--- config.mk ---
export PLATFORM = sky130hd
export DESIGN_NAME = silence_block_detector_flat
export DESIGN_NICKNAME = d
export VERILOG_FILES = /design/src/rtl/core/sbd_pkg.sv /design/src/rtl/core/sbd_ifs.sv /design/src/rtl/core/silence_block_detector.sv /design/src/rtl/core/sbd_sample_check.sv /design/src/rtl/core/sbd_run_tracker.sv /design/src/flat_wrapper.sv
export SDC_FILE = /design/constraint.sdc
export NUM_CORES = 1
export LEC_CHECK = 0
export BUFFER_PORTS_ARGS = -buffer_cell sky130_fd_sc_hd__buf_2
export CAP_MARGIN = 20
export CORE_UTILIZATION = 58
export DETAILED_ROUTE_END_ITERATION = 8
export PLACE_DENSITY = 0.78
export SETUP_SLACK_MARGIN = 0.02
export SLEW_MARGIN = 30
export SYNTH_ARGS = -nofsm -noshare
export SYNTH_HDL_FRONTEND = slang
export SYNTH_SLANG_ARGS = --single-unit
--- constraint.sdc ---
create_clock -name clock -period 14.5 [get_ports clock]
set_input_delay 2.175 -clock clock [delete_from_list [all_inputs] [get_ports clock]]
set_output_delay 2.175 -clock clock [all_outputs]
set_load 0.03 [all_outputs]
--- src/rtl/core/sbd_pkg.sv ---
// Shared types and constants for the silence block detector.
// No dependencies; every other file in rtl/core imports this package.
`default_nettype none

package sbd_pkg;

   // Frame counter width default (legal range 16 to 48)
   localparam int POSITION_BITS_DEFAULT = 32;

   // Field widths fixed by the interface
   localparam int SAMPLE_BITS   = 32;
   localparam int OUT_POS_BITS  = 32;
   localparam int BPS_BITS      = 3;
   localparam int THRESH_BITS   = 31;
   localparam int RUN_LEN_BITS  = 32;
   localparam int BLOCK_BITS    = 8;
   localparam int CSR_IDX_BITS  = 3;
   localparam int CSR_DATA_BITS = 32;

   // Register index map
   localparam logic [CSR_IDX_BITS-1:0] CSR_BYTES_PER_SAMPLE = 3'd0;
   localparam logic [CSR_IDX_BITS-1:0] CSR_MONO_MODE        = 3'd1;
   localparam logic [CSR_IDX_BITS-1:0] CSR_NOISE_THRESHOLD  = 3'd2;
   localparam logic [CSR_IDX_BITS-1:0] CSR_MIN_RUN_LENGTH   = 3'd3;
   localparam logic [CSR_IDX_BITS-1:0] CSR_MAX_BLOCKS       = 3'd4;

   // Sample width codes
   localparam logic [BPS_BITS-1:0] BPS_8BIT  = 3'd1;
   localparam logic [BPS_BITS-1:0] BPS_16BIT = 3'd2;
   localparam logic [BPS_BITS-1:0] BPS_24BIT = 3'd3;
   localparam logic [BPS_BITS-1:0] BPS_32BIT = 3'd4;

   // Register reset values
   localparam logic [BPS_BITS-1:0]     RESET_BYTES_PER_SAMPLE = BPS_16BIT;
   localparam logic                    RESET_MONO_MODE        = 1'b0;
   localparam logic [THRESH_BITS-1:0]  RESET_NOISE_THRESHOLD  = 31'd80;
   localparam logic [RUN_LEN_BITS-1:0] RESET_MIN_RUN_LENGTH   = 32'd44100;
   localparam logic [BLOCK_BITS-1:0]   RESET_MAX_BLOCKS       = 8'd100;

   typedef struct packed {
      logic [BPS_BITS-1:0]     bytes_per_sample;
      logic                    mono_mode;
      logic [THRESH_BITS-1:0]  noise_threshold;
      logic [RUN_LEN_BITS-1:0] min_run_length;
      logic [BLOCK_BITS-1:0]   max_blocks;
   } sbd_cfg_type;

   typedef struct packed {
      logic                    block_valid;
      logic [OUT_POS_BITS-1:0] block_start;
      logic [OUT_POS_BITS-1:0] block_end;
      logic [BLOCK_BITS-1:0]   block_index;
      logic                    overflow;
      logic                    stream_done;
      logic                    none_found;
   } sbd_result_type;

endpackage

`default_nettype wire

--- src/rtl/core/sbd_ifs.sv ---
// Valid/ready channel interfaces for frame requests, results and register writes.
// Depends on sbd_pkg for field widths.
`default_nettype none

interface sbd_req_if import sbd_pkg::*; ();
   logic                   valid;
   logic                   ready;
   logic [SAMPLE_BITS-1:0] left_raw;
   logic [SAMPLE_BITS-1:0] right_raw;
   logic                   last_frame;

   modport source (output valid, output left_raw, output right_raw, output last_frame,
                   input ready);
   modport sink   (input valid, input left_raw, input right_raw, input last_frame,
                   output ready);
endinterface

interface sbd_rsp_if import sbd_pkg::*; ();
   logic                    valid;
   logic                    ready;
   logic                    block_valid;
   logic [OUT_POS_BITS-1:0] block_start;
   logic [OUT_POS_BITS-1:0] block_end;
   logic [BLOCK_BITS-1:0]   block_index;
   logic                    overflow;
   logic                    stream_done;
   logic                    none_found;

   modport source (output valid, output block_valid, output block_start, output block_end,
                   output block_index, output overflow, output stream_done,
                   output none_found, input ready);
   modport sink   (input valid, input block_valid, input block_start, input block_end,
                   input block_index, input overflow, input stream_done,
                   input none_found, output ready);
endinterface

interface sbd_csr_if import sbd_pkg::*; ();
   logic                     valid;
   logic                     ready;
   logic [CSR_IDX_BITS-1:0]  index;
   logic [CSR_DATA_BITS-1:0] data;

   modport source (output valid, output index, output data, input ready);
   modport sink   (input valid, input index, input data, output ready);
endinterface

`default_nettype wire

--- src/rtl/core/silence_block_detector.sv ---
// Top level of the silence block detector: request register, run tracker, result register.
// Depends on sbd_pkg, the sbd_*_if interfaces, sbd_sample_check and sbd_run_tracker.
`default_nettype none

// Finds runs of quiet PCM frames. Each request carries one frame (left and right raw
// bytes plus a last-frame flag); a result is produced when a run of at least
// min_run_length frames closes, and always for the last frame of a stream. A request
// is taken every clock cycle while results are taken: it lands in an input register,
// from which the sample unpack, threshold compare and run update retire it into the
// result register. A waiting result stalls only frames that also produce a result.
// Register writes are always accepted and must be made while no frame is in flight.
module silence_block_detector
   import sbd_pkg::*;
#(
   parameter int POSITION_BITS = POSITION_BITS_DEFAULT
)
(
   input  wire logic  clock,
   input  wire logic  reset,
   sbd_req_if.sink    req_ch,
   sbd_rsp_if.source  rsp_ch,
   sbd_csr_if.sink    csr_ch
);

   sbd_cfg_type            cfg_ff, cfg_in;

   logic                   s1_valid_ff, s1_valid_in;
   logic [SAMPLE_BITS-1:0] s1_left_ff;
   logic [SAMPLE_BITS-1:0] s1_right_ff;
   logic                   s1_last_ff;

   logic                   out_valid_ff, out_valid_in;
   sbd_result_type         out_ff;

   logic                   quiet;
   logic                   has_result;
   sbd_result_type         result;
   logic                   advance;
   logic                   req_take;

   // Register writes
   assign csr_ch.ready = 1'b1;

   always_comb begin
      cfg_in = cfg_ff;
      if (csr_ch.valid) begin
         unique case (csr_ch.index)
            CSR_BYTES_PER_SAMPLE: cfg_in.bytes_per_sample = csr_ch.data[BPS_BITS-1:0];
            CSR_MONO_MODE:        cfg_in.mono_mode        = csr_ch.data[0];
            CSR_NOISE_THRESHOLD:  cfg_in.noise_threshold  = csr_ch.data[THRESH_BITS-1:0];
            CSR_MIN_RUN_LENGTH:   cfg_in.min_run_length   = csr_ch.data[RUN_LEN_BITS-1:0];
            CSR_MAX_BLOCKS:       cfg_in.max_blocks       = csr_ch.data[BLOCK_BITS-1:0];
            default:              cfg_in = cfg_ff;
         endcase
      end
   end

   always_ff @(posedge clock) begin
      if (reset) begin
         cfg_ff.bytes_per_sample <= RESET_BYTES_PER_SAMPLE;
         cfg_ff.mono_mode        <= RESET_MONO_MODE;
         cfg_ff.noise_threshold  <= RESET_NOISE_THRESHOLD;
         cfg_ff.min_run_length   <= RESET_MIN_RUN_LENGTH;
         cfg_ff.max_blocks       <= RESET_MAX_BLOCKS;
      end else begin
         cfg_ff <= cfg_in;
      end
   end

   // Retire the held request unless its result would overwrite a waiting one
   assign advance      = s1_valid_ff && (!out_valid_ff || rsp_ch.ready || !has_result);
   assign req_ch.ready = !s1_valid_ff || advance;
   assign req_take     = req_ch.valid && req_ch.ready;

   // Request register
   always_comb begin
      s1_valid_in = s1_valid_ff;
      if (advance) begin
         s1_valid_in = 1'b0;
      end
      if (req_take) begin
         s1_valid_in = 1'b1;
      end
   end

   always_ff @(posedge clock) begin
      if (reset) begin
         s1_valid_ff <= 1'b0;
      end else begin
         s1_valid_ff <= s1_valid_in;
      end
   end

   always_ff @(posedge clock) begin
      if (req_take) begin
         s1_left_ff  <= req_ch.left_raw;
         s1_right_ff <= req_ch.right_raw;
         s1_last_ff  <= req_ch.last_frame;
      end
   end

   sbd_sample_check u_check (
      .left_raw  (s1_left_ff),
      .right_raw (s1_right_ff),
      .cfg       (cfg_ff),
      .quiet     (quiet)
   );

   sbd_run_tracker #(
      .POSITION_BITS (POSITION_BITS)
   ) u_tracker (
      .clock      (clock),
      .reset      (reset),
      .advance    (advance),
      .quiet      (quiet),
      .last_frame (s1_last_ff),
      .cfg        (cfg_ff),
      .has_result (has_result),
      .result     (result)
   );

   // Result register: drop on take, load on a retiring frame with a result
   always_comb begin
      out_valid_in = out_valid_ff;
      if (rsp_ch.ready) begin
         out_valid_in = 1'b0;
      end
      if (advance && has_result) begin
         out_valid_in = 1'b1;
      end
   end

   always_ff @(posedge clock) begin
      if (reset) begin
         out_valid_ff <= 1'b0;
      end else begin
         out_valid_ff <= out_valid_in;
      end
   end

   always_ff @(posedge clock) begin
      if (advance && has_result) begin
         out_ff <= result;
      end
   end

   assign rsp_ch.valid       = out_valid_ff;
   assign rsp_ch.block_valid = out_ff.block_valid;
   assign rsp_ch.block_start = out_ff.block_start;
   assign rsp_ch.block_end   = out_ff.block_end;
   assign rsp_ch.block_index = out_ff.block_index;
   assign rsp_ch.overflow    = out_ff.overflow;
   assign rsp_ch.stream_done = out_ff.stream_done;
   assign rsp_ch.none_found  = out_ff.none_found;

`ifndef SYNTHESIS
   // A request taken while one is held must coincide with the held one retiring
   assert property (@(posedge clock) disable iff (reset)
      (req_take && s1_valid_ff) |-> advance)
      else $error("request register overwritten");

   // A stalled result is never replaced
   assert property (@(posedge clock) disable iff (reset)
      (out_valid_ff && !rsp_ch.ready) |-> !(advance && has_result))
      else $error("waiting result overwritten");

   // An empty report only comes at stream end
   assert property (@(posedge clock) disable iff (reset)
      (out_valid_ff && out_ff.none_found) |-> (out_ff.stream_done && !out_ff.block_valid))
      else $error("none_found outside stream end");
`endif

endmodule

`default_nettype wire

--- src/rtl/core/sbd_sample_check.sv ---
// Unpacks both raw channel samples to left-justified signed values and tests them
// against the noise threshold. Depends on sbd_pkg.
`default_nettype none

module sbd_sample_check
   import sbd_pkg::*;
(
   input  wire logic [SAMPLE_BITS-1:0] left_raw,
   input  wire logic [SAMPLE_BITS-1:0] right_raw,
   input  wire sbd_cfg_type            cfg,
   output logic                        quiet
);

   logic [SAMPLE_BITS-1:0] left_val;
   logic [SAMPLE_BITS-1:0] right_val;
   logic                   left_quiet;
   logic                   right_quiet;
   logic signed [SAMPLE_BITS:0] pos_limit;
   logic signed [SAMPLE_BITS:0] neg_limit;

   // Left-justify one channel; unknown widths read as zero
   function automatic logic [SAMPLE_BITS-1:0] unpack(input logic [SAMPLE_BITS-1:0] raw,
                                                     input logic [BPS_BITS-1:0] bps);
      logic [SAMPLE_BITS-1:0] val;
      unique case (bps)
         BPS_8BIT:  val = {~raw[7], raw[6:0], 24'd0};
         BPS_16BIT: val = {raw[15:0], 16'd0};
         BPS_24BIT: val = {raw[23:0], 8'd0};
         BPS_32BIT: val = raw;
         default:   val = '0;
      endcase
      return val;
   endfunction

   // Test a value against +/- threshold in 33-bit signed arithmetic
   function automatic logic in_band(input logic [SAMPLE_BITS-1:0] v,
                                    input logic signed [SAMPLE_BITS:0] hi,
                                    input logic signed [SAMPLE_BITS:0] lo);
      logic signed [SAMPLE_BITS:0] v_ext;
      v_ext = $signed({v[SAMPLE_BITS-1], v});
      return (v_ext <= hi) && (v_ext >= lo);
   endfunction

   always_comb begin
      pos_limit   = $signed({2'b00, cfg.noise_threshold});
      neg_limit   = -pos_limit;
      left_val    = unpack(left_raw, cfg.bytes_per_sample);
      right_val   = unpack(right_raw, cfg.bytes_per_sample);
      left_quiet  = in_band(left_val, pos_limit, neg_limit);
      // Mono treats the right channel as silent
      right_quiet = cfg.mono_mode || in_band(right_val, pos_limit, neg_limit);
      quiet       = left_quiet && right_quiet;
   end

endmodule

`default_nettype wire

--- src/rtl/core/sbd_run_tracker.sv ---
// Frame counter and quiet-run state; builds the result for the frame being retired.
// Depends on sbd_pkg.
`default_nettype none

module sbd_run_tracker
   import sbd_pkg::*;
#(
   parameter int POSITION_BITS = POSITION_BITS_DEFAULT
)
(
   input  wire logic           clock,
   input  wire logic           reset,
   input  wire logic           advance,
   input  wire logic           quiet,
   input  wire logic           last_frame,
   input  wire sbd_cfg_type    cfg,
   output logic                has_result,
   output sbd_result_type      result
);

   localparam int CMP_BITS = (POSITION_BITS > RUN_LEN_BITS) ? POSITION_BITS : RUN_LEN_BITS;

   logic [POSITION_BITS-1:0] frame_pos_ff,  frame_pos_in;
   logic                     in_run_ff,     in_run_in;
   logic [POSITION_BITS-1:0] run_start_ff,  run_start_in;
   logic [BLOCK_BITS-1:0]    blocks_ff,     blocks_in;
   logic                     halted_ff,     halted_in;

   logic                     run_open;
   logic                     close_run;
   logic                     report;
   logic [POSITION_BITS-1:0] start_pos;
   logic [POSITION_BITS-1:0] end_pos;
   logic [POSITION_BITS-1:0] run_len;
   logic [BLOCK_BITS-1:0]    blocks_inc;
   logic                     halt_now;
   logic [CMP_BITS-1:0]      start_ext;
   logic [CMP_BITS-1:0]      end_ext;

   // Run bookkeeping for the current frame
   always_comb begin
      run_open   = !halted_ff && (in_run_ff || quiet);
      start_pos  = (in_run_ff) ? run_start_ff : frame_pos_ff;
      close_run  = run_open && (!quiet || last_frame);
      // A quiet last frame belongs to the run; a loud frame ends it
      end_pos    = quiet ? frame_pos_ff + 1'b1 : frame_pos_ff;
      run_len    = end_pos - start_pos;
      report     = close_run &&
                   (CMP_BITS'(run_len) >= CMP_BITS'(cfg.min_run_length));
      blocks_inc = blocks_ff + 1'b1;
      halt_now   = report && (blocks_inc >= cfg.max_blocks);
      start_ext  = CMP_BITS'(start_pos);
      end_ext    = CMP_BITS'(end_pos);
   end

   // Next state; the last frame returns the stream state to zero
   always_comb begin
      frame_pos_in = frame_pos_ff + 1'b1;
      in_run_in    = run_open && !close_run;
      run_start_in = run_open ? start_pos : run_start_ff;
      blocks_in    = report ? blocks_inc : blocks_ff;
      halted_in    = halted_ff || halt_now;
      if (last_frame) begin
         frame_pos_in = '0;
         in_run_in    = 1'b0;
         run_start_in = '0;
         blocks_in    = '0;
         halted_in    = 1'b0;
      end
   end

   // Result for this frame
   always_comb begin
      has_result         = report || last_frame;
      result.block_valid = report;
      result.block_start = report ? start_ext[OUT_POS_BITS-1:0] : '0;
      result.block_end   = report ? end_ext[OUT_POS_BITS-1:0] : '0;
      result.block_index = report ? blocks_ff : '0;
      result.overflow    = halted_ff || halt_now;
      result.stream_done = last_frame;
      result.none_found  = last_frame && ((report ? blocks_inc : blocks_ff) == '0);
   end

   // Advance state when a frame retires
   always_ff @(posedge clock) begin
      if (reset) begin
         frame_pos_ff <= '0;
         in_run_ff    <= 1'b0;
         run_start_ff <= '0;
         blocks_ff    <= '0;
         halted_ff    <= 1'b0;
      end else if (advance) begin
         frame_pos_ff <= frame_pos_in;
         in_run_ff    <= in_run_in;
         run_start_ff <= run_start_in;
         blocks_ff    <= blocks_in;
         halted_ff    <= halted_in;
      end
   end

`ifndef SYNTHESIS
   // The last frame leaves the stream state cleared
   assert property (@(posedge clock) disable iff (reset)
      (advance && last_frame) |=>
         (frame_pos_ff == '0 && !in_run_ff && blocks_ff == '0 && !halted_ff))
      else $error("stream state not cleared after last frame");

   // No run is reported once detection has stopped
   assert property (@(posedge clock) disable iff (reset)
      halted_ff |-> !report)
      else $error("run reported while halted");

   // A halted tracker never holds an open run
   assert property (@(posedge clock) disable iff (reset)
      halted_ff |-> !in_run_ff)
      else $error("open run kept while halted");
`endif

endmodule

`default_nettype wire
--- src/flat_wrapper.sv ---
// flat-port wrapper written by rule: the top's interface ports become plain ports
module silence_block_detector_flat import sbd_pkg::*;
#(
   parameter int POSITION_BITS = POSITION_BITS_DEFAULT
)
  (clock, reset, req_ch_valid, req_ch_left_raw, req_ch_right_raw, req_ch_last_frame, req_ch_ready, rsp_ch_valid, rsp_ch_block_valid, rsp_ch_block_start, rsp_ch_block_end, rsp_ch_block_index, rsp_ch_overflow, rsp_ch_stream_done, rsp_ch_none_found, rsp_ch_ready, csr_ch_valid, csr_ch_index, csr_ch_data, csr_ch_ready);
  sbd_req_if req_ch_i ();
  sbd_rsp_if rsp_ch_i ();
  sbd_csr_if csr_ch_i ();
  input  wire logic clock;
  input  wire logic reset;
  input wire logic [$bits(req_ch_i.valid)-1:0] req_ch_valid;
  input wire logic [$bits(req_ch_i.left_raw)-1:0] req_ch_left_raw;
  input wire logic [$bits(req_ch_i.right_raw)-1:0] req_ch_right_raw;
  input wire logic [$bits(req_ch_i.last_frame)-1:0] req_ch_last_frame;
  output wire logic [$bits(req_ch_i.ready)-1:0] req_ch_ready;
  output wire logic [$bits(rsp_ch_i.valid)-1:0] rsp_ch_valid;
  output wire logic [$bits(rsp_ch_i.block_valid)-1:0] rsp_ch_block_valid;
  output wire logic [$bits(rsp_ch_i.block_start)-1:0] rsp_ch_block_start;
  output wire logic [$bits(rsp_ch_i.block_end)-1:0] rsp_ch_block_end;
  output wire logic [$bits(rsp_ch_i.block_index)-1:0] rsp_ch_block_index;
  output wire logic [$bits(rsp_ch_i.overflow)-1:0] rsp_ch_overflow;
  output wire logic [$bits(rsp_ch_i.stream_done)-1:0] rsp_ch_stream_done;
  output wire logic [$bits(rsp_ch_i.none_found)-1:0] rsp_ch_none_found;
  input wire logic [$bits(rsp_ch_i.ready)-1:0] rsp_ch_ready;
  input wire logic [$bits(csr_ch_i.valid)-1:0] csr_ch_valid;
  input wire logic [$bits(csr_ch_i.index)-1:0] csr_ch_index;
  input wire logic [$bits(csr_ch_i.data)-1:0] csr_ch_data;
  output wire logic [$bits(csr_ch_i.ready)-1:0] csr_ch_ready;
  assign req_ch_i.valid = req_ch_valid;
  assign req_ch_i.left_raw = req_ch_left_raw;
  assign req_ch_i.right_raw = req_ch_right_raw;
  assign req_ch_i.last_frame = req_ch_last_frame;
  assign req_ch_ready = req_ch_i.ready;
  assign rsp_ch_valid = rsp_ch_i.valid;
  assign rsp_ch_block_valid = rsp_ch_i.block_valid;
  assign rsp_ch_block_start = rsp_ch_i.block_start;
  assign rsp_ch_block_end = rsp_ch_i.block_end;
  assign rsp_ch_block_index = rsp_ch_i.block_index;
  assign rsp_ch_overflow = rsp_ch_i.overflow;
  assign rsp_ch_stream_done = rsp_ch_i.stream_done;
  assign rsp_ch_none_found = rsp_ch_i.none_found;
  assign rsp_ch_i.ready = rsp_ch_ready;
  assign csr_ch_i.valid = csr_ch_valid;
  assign csr_ch_i.index = csr_ch_index;
  assign csr_ch_i.data = csr_ch_data;
  assign csr_ch_ready = csr_ch_i.ready;
  silence_block_detector #(.POSITION_BITS(POSITION_BITS)) u_core (.clock(clock), .reset(reset), .req_ch(req_ch_i), .rsp_ch(rsp_ch_i), .csr_ch(csr_ch_i));
endmodule
# After elaboration in Yosys (flattened, before gate mapping)
# Cells that the tools add are included.
# classes
addsub	4
order_cmp	6
n_eq_ne	8
n_mux	15
bitwise_logic	2
reduce_logical	37
# ops
operator	n
32-bit case mux with 4 select lines	2
32-bit 2-to-1 mux	5
32-bit by 33-bit >= comparator with 1-bit output	2
32-bit <= comparator	2
31-bit negator with 33-bit output	1
32-bit by 1-bit adder with 32-bit output, second input constant	1
32-bit >= comparator	1
32-bit subtractor	1
8-bit 2-to-1 mux	2
3-bit by 2-bit equality test with 1-bit output, second input constant	4
1-bit logical AND	12
2-bit AND reduction	6
8-bit by 1-bit adder with 8-bit output, second input constant	1
8-bit >= comparator	1
8-bit logical NOT	1
1-bit logical OR	8
3-bit by 1-bit equality test with 1-bit output, second input constant	2
3-bit equality test, second input constant	2
1-bit logical NOT	6
1-bit 2-to-1 mux	6
2-bit nonzero test	3
3-bit logical NOT	1
1-bit inverter	2
# word_totals
reg_bits	292
input_bits	105
word_cells	94

# Longest topological paths before layout
# depth
depth_word	17
mapped_depth	46
ltp_nobuf	43

# Cells and area by module
# A second synthesis with hierarchy kept.
# unflattened
cells_unflattened	2110
hier_area_um2	19352.3
# by_module_without_submodules
module	n_inst	cells_per_inst	area_per_inst_um2
silence_block_detector	1	450	7454.6
sbd_run_tracker	1	1020	7239.4
sbd_sample_check	1	640	4658.2

# Worst setup path after synthesis
# No wires, ideal clock.
# synth_timing
path_kind	reg2out
start	register u_core.cfg_ff[54] (netlist name)
end	output req_ch_ready
t_arrival_ns	8.736
t_required_ns	12.325
slack_ns	3.589
path_stages_with_launch	42
path_buffers	1
path_cell_list	dfxtp_1 > or4_4 > nor3_2 > nand3_1 > nor4_1 > nand2_1 > nor4_1 > nand2_1 > nor4_1 > ha_1 > and2_1 > nand3_1 > o311ai_0 > a221o_1 > a21o_1 > o211ai_1 > nor2_1 > xnor2_1 > [... 6 more ...] > a2111o_1 > a41o_1 > a21bo_2 > a21oi_1 > o21bai_1 > a21oi_1 > xnor2_1 > ha_1 > a21o_1 > a21o_1 > a21o_1 > a211oi_1 > o21ai_0 > a22oi_1 > and2_1 > buf_1 > a211oi_2 > o211ai_1
# synth_between
elab_chain_cells	14
word_cells_on_any_way	23
classes_between	add/sub (2); order compare (5); mux (1); reduce/logical (15)
# synth_lines
item	line_no	rtl
start, declared	silence_block_detector.sv:25	sbd_cfg_type cfg_ff, cfg_in;
start signal, assigned	silence_block_detector.sv:66	cfg_ff <= cfg_in;
31-bit negator with 33-bit output	sbd_sample_check.sv:46	neg_limit = -pos_limit;
32-bit by 33-bit >= comparator with 1-bit output	sbd_sample_check.sv:41	return (v_ext <= hi) && (v_ext >= lo);
1-bit logical AND	sbd_sample_check.sv:41	
1-bit logical OR	sbd_sample_check.sv:51	right_quiet = cfg.mono_mode || in_band(right_val, pos_limit, neg_limit);
1-bit logical AND *	sbd_sample_check.sv:52	quiet = left_quiet && right_quiet;
32-bit 2-to-1 mux (tied with other cells)	sbd_run_tracker.sv:46	end_pos = quiet ? frame_pos_ff + 1'b1 : frame_pos_ff;
32-bit subtractor (tied with other cells)	sbd_run_tracker.sv:47	run_len = end_pos - start_pos;
32-bit >= comparator / 1-bit logical AND (equally long branches)	sbd_run_tracker.sv:49, sbd_run_tracker.sv:44	
1-bit logical AND *	sbd_run_tracker.sv:48	report = close_run &&
1-bit logical OR *	sbd_run_tracker.sv:74	has_result = report || last_frame;
1-bit logical NOT *	silence_block_detector.sv:71	assign advance = s1_valid_ff && (!out_valid_ff || rsp_ch.ready || !has_result);
1-bit logical OR *	silence_block_detector.sv:71	
1-bit logical AND *	silence_block_detector.sv:71	
1-bit logical OR *	silence_block_detector.sv:72	assign req_ch.ready = !s1_valid_ff || advance;
end, declared	flat_wrapper.sv:16	output wire logic [$bits(req_ch_i.ready)-1:0] req_ch_ready;
# Mark *: on every way between the ends. The rest lies on a longest branch, timed or not.

# Worst setup path after layout
# layout_timing
start	register u_core.cfg_ff[54] (netlist name)
end	output req_ch_ready
# layout_between
elab_chain_cells	14
word_cells_on_any_way	23
classes_between	add/sub (2); order compare (5); mux (1); reduce/logical (15)
# layout_lines
item	line_no	rtl
31-bit negator with 33-bit output	sbd_sample_check.sv:46	
32-bit by 33-bit >= comparator with 1-bit output	sbd_sample_check.sv:41	
1-bit logical AND	sbd_sample_check.sv:41	
1-bit logical OR	sbd_sample_check.sv:51	
1-bit logical AND *	sbd_sample_check.sv:52	
32-bit 2-to-1 mux *	sbd_run_tracker.sv:46	
via u_core.u_tracker.end_ext[8]	sbd_run_tracker.sv:38	logic [CMP_BITS-1:0] end_ext;
32-bit subtractor *	sbd_run_tracker.sv:47	
32-bit >= comparator *	sbd_run_tracker.sv:49	(CMP_BITS'(run_len) >= CMP_BITS'(cfg.min_run_length));
1-bit logical AND *	sbd_run_tracker.sv:48	
1-bit logical OR *	sbd_run_tracker.sv:74	
1-bit logical NOT *	silence_block_detector.sv:71	
1-bit logical OR *	silence_block_detector.sv:71	
1-bit logical AND *	silence_block_detector.sv:71	
1-bit logical OR *	silence_block_detector.sv:72	
# The timed path passes the listed nets; every way through them passes the cells marked *.

==> results.cfg <==
[status]
status = completed

[synth]
netlist_area_mm2 = 0.01897
synthTopCellsByArea = edfxtp_1 22%, dfxtp_1 16%, ha_1 13%
yosysWarnings = 0
synthMuxAreaShare_pct = 5.131
yosysSeqAreaShare_pct = 38.25
synthSimpleGateAreaFrac_pct = 18.72
ys_ff_latch = 292
synthAdderAreaFrac_pct = 12.83
yosysTopAreaCellShare_pct = 22.32
syn_area_per_cell_um2 = 8.962
synth_nets = 2415
syn-instance-count = 2117
synth-xor-area-share_pct = 3.416
synth_compound_gate_area_share_pct = 16.72
netlist-cell-type-count = 83
synth_top_family_by_area = simple AND/OR/NAND/NOR gates
synthFlopType = dfxtp_1
async_flop_share_pct = 0
synth_edf_count = 141
yosysTopAreaCell = edfxtp_1

[clock_tree]
tritoncts = done
cts_hold_buf = 0
post_cts_buffers = 0
cts-root-buf = clkbuf_16
clk_path_buf_depth = 3
clock_sinks = 292
cts-buffers-inserted = 30
htreeDepth = 1
cts_resized = 0
clk_pin_slew_ns = 0.06
insertion_delay_ns = 0.59

[setup_path]
worstPathRequired_ns = 12.32
cp-end-kind = output port
crit_type = flip-flop to output port
crit_buf_inv = 2
startpoint_type = flip-flop
critPathMaxStageDelay_ns = 0.74
worstPathArrival_ns = 11.44
cp_max_fo = 37
critPathTopFamily = simple AND/OR/NAND/NOR gates
slowest_stage = a211oi_2
cpMostUsedCell = nand2_1

[global_route]
grt_pass1_vias = 15884
track_usage_pct = 34.51
grt_pass1_wl_mm = 89.89
grt_max_degree = 80
antenna_found_initial = 0
grt-ovfl-total = 0

[job]
cap_violations = 0

[sta]
setup_viol = 0
min_period_over_period_pct = 93.89
fmax_mhz = 73.46
setup_tns_ns = 0
hold_violations = 0
worst_slew_pin_slew_ns = 0.9249
finalClockSkew_ns = 0.02780
rsz0062_at_grt = no
slew_headroom_pct = 38.27
slew_violations = 0
final.min_clock_period_ns = 13.61

[die]
die_h_um = 182.9
dieArea_mm2 = 0.03344
io_pins = 184
rows = 65
die-width_um = 182.9
core-area_mm2 = 0.03188
start_util_pct = 59.51

[route]
vias_per_cell = 6.279
wirelength_mm = 58.06
ant_nets = 0
route.detailed.drc = 0
num_vias = 16996
drt_iter0_drc = 2008
drt_pass1_iterations = 7
wire_per_inst_um = 21.45

[cells_and_area]
antennaDiodeCount = 0
syn_to_final_growth_pct = 11.77
layout_commonest_cell = nand2_1
nets = 2547
drive_above_1_share_pct = 13.16
final_cell_mix = 275 x nand2_1, 192 x ha_1, 181 x buf_2

[power_and_ir_drop]
power_mw = 1.937
p_leak_nw = 8.635
ir_drop_mv = 0.1165
power.density_mw_per_mm2 = 91.33

[placement]
portBuffers = 182
place_hpwl_mm = 44.16
gp_congestion = 1.036

[worst_hold_path]
hold_path_class = flip-flop to flip-flop
## metal layers
layer  global-route usage [%]  part of all wire [%]
met1                    49.81                    43
met3                    5.361                    10
met5                        0                     0
met4                    8.867                   2.5
met2                    53.91                    44
## where the power goes
part           switching, mW  internal (mW)
Sequential            0.0187          0.883
Combinational          0.152         0.0842
Clock                  0.341          0.457
## final timing paths
kind | start | to | slack (ns) | depth (start not counted)
setup / recovery | u_core.cfg_ff[54] | req_ch_ready | 0.89 | 38
hold / removal | u_core.cfg_ff[12] | u_core.cfg_ff[12] | 0.45 | 2
setup reg to reg | u_core.cfg_ff[54] | u_core.u_tracker.run_start_ff[11] | 2.80 | 41
hold reg to reg | u_core.cfg_ff[12] | u_core.cfg_ff[12] | 0.45 | 2
## cell usage after synthesis (all sizes together) (31+ instances only)
master	instances
o21ai	112
xnor2	59
clkbuf	78
edfxtp	141
a21oi	173
mux2i	95
nand4	31
nand2	276
a31oi	34
inv	116
nor3	70
or3	54
nor2	118
nand3	65
ha	192
dfxtp	151
a21o	48
## worst register-to-register path, delay by kind of cell, from the launching register on
family / cells / cell delay (ns)
AND/OR/NAND/NOR: 18 / 5.40
flip-flops: 1 / 0.33
adder cells (fa/ha/maj): 3 / 0.76
multiplexers: 1 / 0.29
AO/OA/AOI/OAI: 15 / 3.62
buffers and inverters: 3 / 1.13
XOR/XNOR: 1 / 0.13
## stage by stage
step / instance area [um^2] / setup WS [ns] / util, % / hold WS [ns] / cells
after global routing: 21200 / 0.1428 / 66.51 / 0.4681 / 2707
after global placement: 20140 / 2.319 / 63.17 / 0.4414 / 2651
final: 21200 / 0.8863 / 66.51 / 0.4543 / 2707
after floorplan: 18970 / 3.589 / - / 0.4313 / 2117
after detailed placement: 20170 / 1.847 / 63.27 / 0.4481 / 2652
after CTS: 21190 / 1.169 / 66.46 / 0.4560 / 2707
## state kept, by name (all words and copies together) (netlist names), 8 cells and up
| name | count |
|---|---|
| u_core.cfg_ff | 75 |
| u_core.rsp_ch.block_end | 32 |
| u_core.rsp_ch.block_start | 32 |
| u_core.s1_left_ff | 32 |
| u_core.s1_right_ff | 32 |
| u_core.u_tracker.frame_pos_ff | 32 |
| u_core.u_tracker.run_start_ff | 32 |
| u_core.rsp_ch.block_index | 8 |
| u_core.u_tracker.blocks_ff | 8 |
## final cells by class
| class | count | area (um^2) |
|---|---|---|
| clock buffer | 40 | 828.3 |
| clock inverter | 15 | 187.7 |
| fill | 2656 | 10680 |
| inverter | 117 | 439.2 |
| multi-input combinational | 1602 | 10830 |
| sequential | 292 | 7258 |
| tap | 435 | 544.3 |
| timing repair buffer | 206 | 1114 |
## logic make-up after synthesis
| family | count (synthesis) |
|---|---|
| adder cells (fa/ha/maj) | 194 |
| multiplexers | 97 |
| AO/OA/AOI/OAI | 502 |
| other | 1 |
| buffers and inverters | 223 |
| AND/OR/NAND/NOR | 738 |
| flip-flops | 292 |
| XOR/XNOR | 70 |
Note: power is estimated with default switching activity, not from simulation.
